<file path="src/rtl/flf_div.sv">
// ----------------------------------------------------------------------------
// flf_div: pipelined restoring divider
// One quotient bit per register stage; a side word travels with each
// transaction so that the caller's context stays aligned with its quotient.
// ----------------------------------------------------------------------------
`default_nettype none

module flf_div #(
    parameter int DW = 25,
    parameter int QB = 16,
    parameter int SB = 8
) (
    input  wire logic          clk,
    input  wire logic          rst_n,
    input  wire logic          en,
    input  wire logic          in_valid,
    input  wire logic [DW-1:0] in_rem,
    input  wire logic [DW-1:0] in_div,
    input  wire logic [QB-1:0] in_bits,
    input  wire logic [SB-1:0] in_side,
    output logic               out_valid,
    output logic [QB-1:0]      out_quo,
    output logic [SB-1:0]      out_side
);

    logic          lv_valid [QB+1];
    logic [DW-1:0] lv_rem   [QB+1];
    logic [DW-1:0] lv_div   [QB+1];
    logic [QB-1:0] lv_bits  [QB+1];
    logic [QB-1:0] lv_quo   [QB+1];
    logic [SB-1:0] lv_side  [QB+1];

    assign lv_valid[0] = in_valid;
    assign lv_rem[0]   = in_rem;
    assign lv_div[0]   = in_div;
    assign lv_bits[0]  = in_bits;
    assign lv_quo[0]   = '0;
    assign lv_side[0]  = in_side;

    for (genvar k = 0; k < QB; k++) begin : g_stage
        logic          valid_reg;
        logic [DW-1:0] rem_reg;
        logic [DW-1:0] div_reg;
        logic [QB-1:0] bits_reg;
        logic [QB-1:0] quo_reg;
        logic [SB-1:0] side_reg;
        logic [DW:0]   trial;
        logic [DW:0]   diff;
        logic          take;

        always_comb
        begin
            trial = {lv_rem[k], lv_bits[k][QB-1]};
            diff  = trial - {1'b0, lv_div[k]};
            take  = (trial >= {1'b0, lv_div[k]});
        end

        always_ff @(posedge clk or negedge rst_n)
        begin
            if (!rst_n)
            begin
                valid_reg <= 1'b0;
            end
            else if (en)
            begin
                valid_reg <= lv_valid[k];
            end
        end

        always_ff @(posedge clk)
        begin
            if (en)
            begin
                rem_reg  <= take ? diff[DW-1:0] : trial[DW-1:0];
                div_reg  <= lv_div[k];
                bits_reg <= {lv_bits[k][QB-2:0], 1'b0};
                quo_reg  <= {lv_quo[k][QB-2:0], take};
                side_reg <= lv_side[k];
            end
        end

        assign lv_valid[k+1] = valid_reg;
        assign lv_rem[k+1]   = rem_reg;
        assign lv_div[k+1]   = div_reg;
        assign lv_bits[k+1]  = bits_reg;
        assign lv_quo[k+1]   = quo_reg;
        assign lv_side[k+1]  = side_reg;
    end

    assign out_valid = lv_valid[QB];
    assign out_quo   = lv_quo[QB];
    assign out_side  = lv_side[QB];

endmodule

`default_nettype wire

</file>
<file path="config.mk">
export PLATFORM = sky130hd
export DESIGN_NAME = flf_div
export DESIGN_NICKNAME = d
export VERILOG_FILES = /design/src/rtl/flf_div.sv
export SDC_FILE = /design/constraint.sdc
export NUM_CORES = 2
export LEC_CHECK = 0
export BUFFER_PORTS_ARGS = -buffer_cell sky130_fd_sc_hd__buf_2
export CELL_PAD_IN_SITES_DETAIL_PLACEMENT = 0
export CELL_PAD_IN_SITES_GLOBAL_PLACEMENT = 1
export CORE_UTILIZATION = 55
export CTS_BUF_LIST = sky130_fd_sc_hd__clkbuf_2 sky130_fd_sc_hd__clkbuf_4 sky130_fd_sc_hd__clkbuf_8
export DETAILED_ROUTE_END_ITERATION = 10
export PLACE_DENSITY = 0.8
export SLEW_MARGIN = 10
export SYNTH_ARGS = -nofsm -noshare
export SYNTH_HDL_FRONTEND = slang
export SYNTH_SLANG_ARGS = --single-unit
</file>
<file path="constraint.sdc">
create_clock -name clk -period 6.7 [get_ports clk]
set_input_delay 1.34 -clock clk [delete_from_list [all_inputs] [get_ports clk]]
set_output_delay 1.34 -clock clk [all_outputs]
set_load 0.02 [all_outputs]
</file>
# Yosys cells after proc, flatten, opt, wreduce, memory -nomap -nowiden
# Cells that the tools add are included.
# op_classes
n_lt_le_gt_ge	16
add_sub_neg	15
n_mux	15
# ops
cell	n
>= comparator 26 x 25 -> 1 bit	16
two-way mux 25 bit	15
subtractor 25 bit	15
# totals
elab_cells	139
inputBits	78
reg_bits	1150

# Logic depth before layout (Yosys ltp)
# logic_depth
ltp_word	2
depth_mapped	16
ltp_nobuf	14

# Worst setup path before layout
# Ideal clock, no wire load.
# synth_path
path_kind	input-to-reg
from	in in_div[12]
to	reg g_stage[0].rem_reg[12] (data pin)
setup_time_ps	270
setup_slack_ps	2881
n_path_buf	4
t_required_ps	6430
stages	14
t_arrival_ps	3549
path_cell_list	inv_1 > ha_1 > clkbuf_1 > nand3_1 > nor2_1 > nand2_1 > nor4_1 > a211oi_1 > o21ai_0 > a31o_2 > clkbuf_1 > buf_2 > buf_1 > a21oi_1
# synth_between
elab_chain_cells	2
word_cells_on_any_way	3
classes_between	add/sub: 1; order compare: 1; mux: 1
# synth_rtl
item	line_no	rtl
start, declared	18	input wire logic [DW-1:0] in_div,
>= comparator 26 x 25 -> 1 bit	55	take = (trial >= {1'b0, lv_div[k]});
via g_stage[0].take	49	logic take;
two-way mux 25 bit	74	rem_reg <= take ? diff[DW-1:0] : trial[DW-1:0];
end signal, assigned	74	
end, declared	42	logic [DW-1:0] rem_reg;
# The timed path passes the listed nets, and every way through them passes these cells.
# A chain may end at the register's enable or synchronous reset.

# Worst setup path in the final report
# layout_path
from	reg g_stage[11].bits_reg[15]
to	reg g_stage[12].rem_reg[1] (data pin)
# layout_between
elab_chain_cells	2
word_cells_on_any_way	3
classes_between	add/sub: 1; order compare: 1; mux: 1
# layout_rtl
item	line_no	rtl
start, declared	44	logic [QB-1:0] bits_reg;
start signal, assigned	76	bits_reg <= {lv_bits[k][QB-2:0], 1'b0};
subtractor 25 bit or >= comparator 26 x 25 -> 1 bit (tied branches)	54, 55	
two-way mux 25 bit *	74	
end signal, assigned	74	
end, declared	42	
# Mark *: on every way between the ends. The rest lies on a longest branch, timed or not.

==> flow_metrics.py <==
metrics = {
    "clocking": {
        "clk_pin_slew_ps": 60,
        "cts.sinks": 1150,
        "cts_buffers": 187,
        "post_cts_resize_count": 0,
        "htreeDepth": 4,
        "insertion_delay_ps": 890,
        "clockBufferDepth": 3,
        "cts_setup_buffers": 0,
        "cts_tree": "done",
        "ctsHoldBuffers": 0,
        "ctsRootBufferMaster": "clkbuf_8",
    },
    "placement": {
        "gp_congestion": 0.910,
        "dpl.hpwl_microns": 90900,
        "dpl_cell_area_sq_um": 61300,
        "dp.cells": 6257,
        "port_buffers": 102,
    },
    "global_route": {
        "grt_overflow": 0,
        "grt_pass1_vias": 36600,
        "grt_pass1_wl_microns": 197000,
        "grt_antenna_before_repair": 3,
        "grt_max_degree": 204,
        "track_usage": 0.231,
    },
    "layout": {
        "nets": 5548,
        "layout_commonest_cell": "edfxtp_1",
        "final_cells": 6602,
        "fin_util": 0.615,
        "n_fill_cell": 8518,
        "register_area_sq_um": 34500,
        "multiInputGateArea_sq_um": 22300,
        "area_delta_synth_final_pct": 10.1,
        "final_area_sq_um": 65100,
        "most-common-layout-cells": "edfxtp_1 (1134), inv_1 (516), ha_1 (400)",
        "layout-drive-gt1-share": 0.125,
    },
    "critical_path": {
        "cp_data_required_time_ps": 7340,
        "reg2regPathDepth": 13,
        "r2r-end": "g_stage[12].rem_reg[1]$_DFFE_PP_",
        "startpoint": "g_stage[11].bits_reg[15]$_DFFE_PP_",
        "cp-end-kind": "register",
        "endpoint": "g_stage[12].rem_reg[1]$_DFFE_PP_",
        "cp-start-kind": "register",
        "worstPathMaxFanout": 37,
        "rrSetupSlack_ps": 2290,
        "timing.rr.start": "g_stage[11].bits_reg[15]$_DFFE_PP_",
        "worstPathArrival_ps": 5050,
        "crit_type": "reg2reg",
    },
    "run_status": {
        "status": "finished, final reports clean",
    },
    "floorplan": {
        "io_pins": 103,
        "design.core.area_sq_um": 106000,
        "dieWidth_microns": 330,
        "die_area_sq_um": 109000,
        "fp.dieH_microns": 330,
        "start_util": 0.558,
        "placementRows": 119,
    },
    "yosys": {
        "ys_warn_count": 0,
        "ys.flop_type": "edfxtp_1",
        "avgSynthCellArea_sq_um": 12.3,
        "synth.yosys.seq_area_share": 0.583,
        "synth_area_leaders": "edfxtp_1 (58%), ha_1 (8.5%), inv_1 (3.3%), mux2_2 (3.2%), a21oi_1 (3.1%)",
        "synth_top_cell_by_area": "edfxtp_1",
        "yosysTopAreaCellShare": 0.576,
        "synthCells": 4825,
        "syn_nets": 5318,
        "syn_area_sq_um": 59100,
        "synth_cell_type_count": 85,
        "ys_ff_latch": 1150,
        "async_flop_share": 0.0139,
        "synth_edf_count": 1134,
    },
    "sta": {
        "finalCritPeriodShare": 0.658,
        "rsz0062_at_grt": "false",
        "setup_tns_ps": 0,
        "relSlewSlack": 0.200,
        "worst_pin_slew_ps": 1200,
        "finalMaxSlewViolations": 0,
        "hold_viol_final": 0,
        "period_needed_ps": 4410,
        "skew_ps": 43.4,
        "setup_viol": 0,
        "fmax_mhz": 227,
    },
    "routing": {
        "vias_per_cell": 5.58,
        "wl_per_cell_microns": 18.7,
        "dr.pass1.iters": 5,
        "antenna_left": 0,
        "vias": 36800,
        "drt-initial-drc-count": 2591,
        "routed_wl_microns": 123000,
        "route.detailed.drc": 0,
    },
    "flow_run": {
        "maxCapViolCount": 0,
    },
    "power_and_ir_drop": {
        "cellLeakagePower_nw": 26.4,
        "vdd_drop_max_v": 0.000206,
        "power_density_nw_per_um2": 454,
    },
    "min_path": {
        "hold_class": "in2async",
    },
}
==> through the flow <==
step / total power, mW / hold WS [ps] / setup WS, ps
finish: 29.5 / 356 / 2290
global route: 31.6 / 308 / 2050
CTS: 29.7 / 245 / 2370
detailed placement: 23.4 / 405 / 2390
global placement: 23.3 / 400 / 2390
floorplan: 20.3 / 400 / 2880
==> power breakdown <==
group | switching (mW) | leakage (nW) | internal (mW) | total [mW]
combinational | 6.83 | 13.1 | 5.41 | 12.2
sequential | 0.961 | 11.3 | 10.2 | 11.2
clock | 2.89 | 1.98 | 3.23 | 6.11
total | 10.7 | 26.4 | 18.9 | 29.5
==> worst max-delay path, stage by stage (launching register included) <==
cell      delay (ps)
edfxtp_1         380
inv_1             70
ha_1             130
inv_1             60
fa_1             420
a21o_1           230
a221oi_1         390
o21a_1           400
o211ai_1         180
a221oi_1         520
o21ai_1          260
a21boi_4         350
buf_4            390
mux2_2           370
==> synth_stat cells, types with 32 or more instances <==
library cell and n:
o21a_1 49, a211oi_1 36, ha_1 400, o21ai_0 270
and3_1 32, xor2_1 124, nand4_1 62, nand2b_1 51
mux2_2 167, o21bai_1 35, clkbuf_1 51, nor2_1 235
nand3_1 71, inv_1 516, a21o_1 181, nand2_1 308
edfxtp_1 1134, xnor2_1 182, a21oi_1 370, a31oi_1 44
nor3_1 49, nor2b_1 54
==> worst min path at each step <==
stage               slack (ps)                            endpoint  cells after the start                               start
floorplan                  400  g_stage[10].bits_reg[11]$_DFFE_PP_                      0   g_stage[9].bits_reg[10]$_DFFE_PP_
global placement           400    g_stage[5].side_reg[2]$_DFFE_PP_                      0    g_stage[4].side_reg[2]$_DFFE_PP_
finish                     360               out_valid$_DFFE_PN0P_                      1                               rst_n
global route               310               out_valid$_DFFE_PN0P_                      1                               rst_n
CTS                        250               out_valid$_DFFE_PN0P_                      1                               rst_n
detailed placement         400  g_stage[12].bits_reg[13]$_DFFE_PP_                      0  g_stage[11].bits_reg[12]$_DFFE_PP_
==> routing by layer <==
layer  up-vias  GRT usage  wire, microns
met5         -          0             14
met4         2     0.0845           3510
met3       224     0.0350           4910
met2       768      0.382          59100
met1     17500      0.309          55800
li1      18300          -              -
==> kinds of logic (layout without fill, tap and decap cells) <==
group	count (synthesis)	count (layout)	share of synthesized area
mux	187	187	0.0358
other cells	0	3	0
fa+ha+maj	415	415	0.0897
flops	1150	1150	0.583
buf+inv	612	995	0.0401
compound gates	1188	1188	0.128
simple gates	967	967	0.0786
xor+xnor	306	306	0.0453
==> layout make-up <==
cell class	instances	area share
clock buffers	244	0.0461
multi-input cells	3063	0.343
flip-flops and latches	1150	0.529
clock inverters	98	0.0120
well taps	1391	0.0267
diodes	3	0.000115
inverters	518	0.0299
repair buffers	135	0.0130
Power figures use the tool's default switching activity.
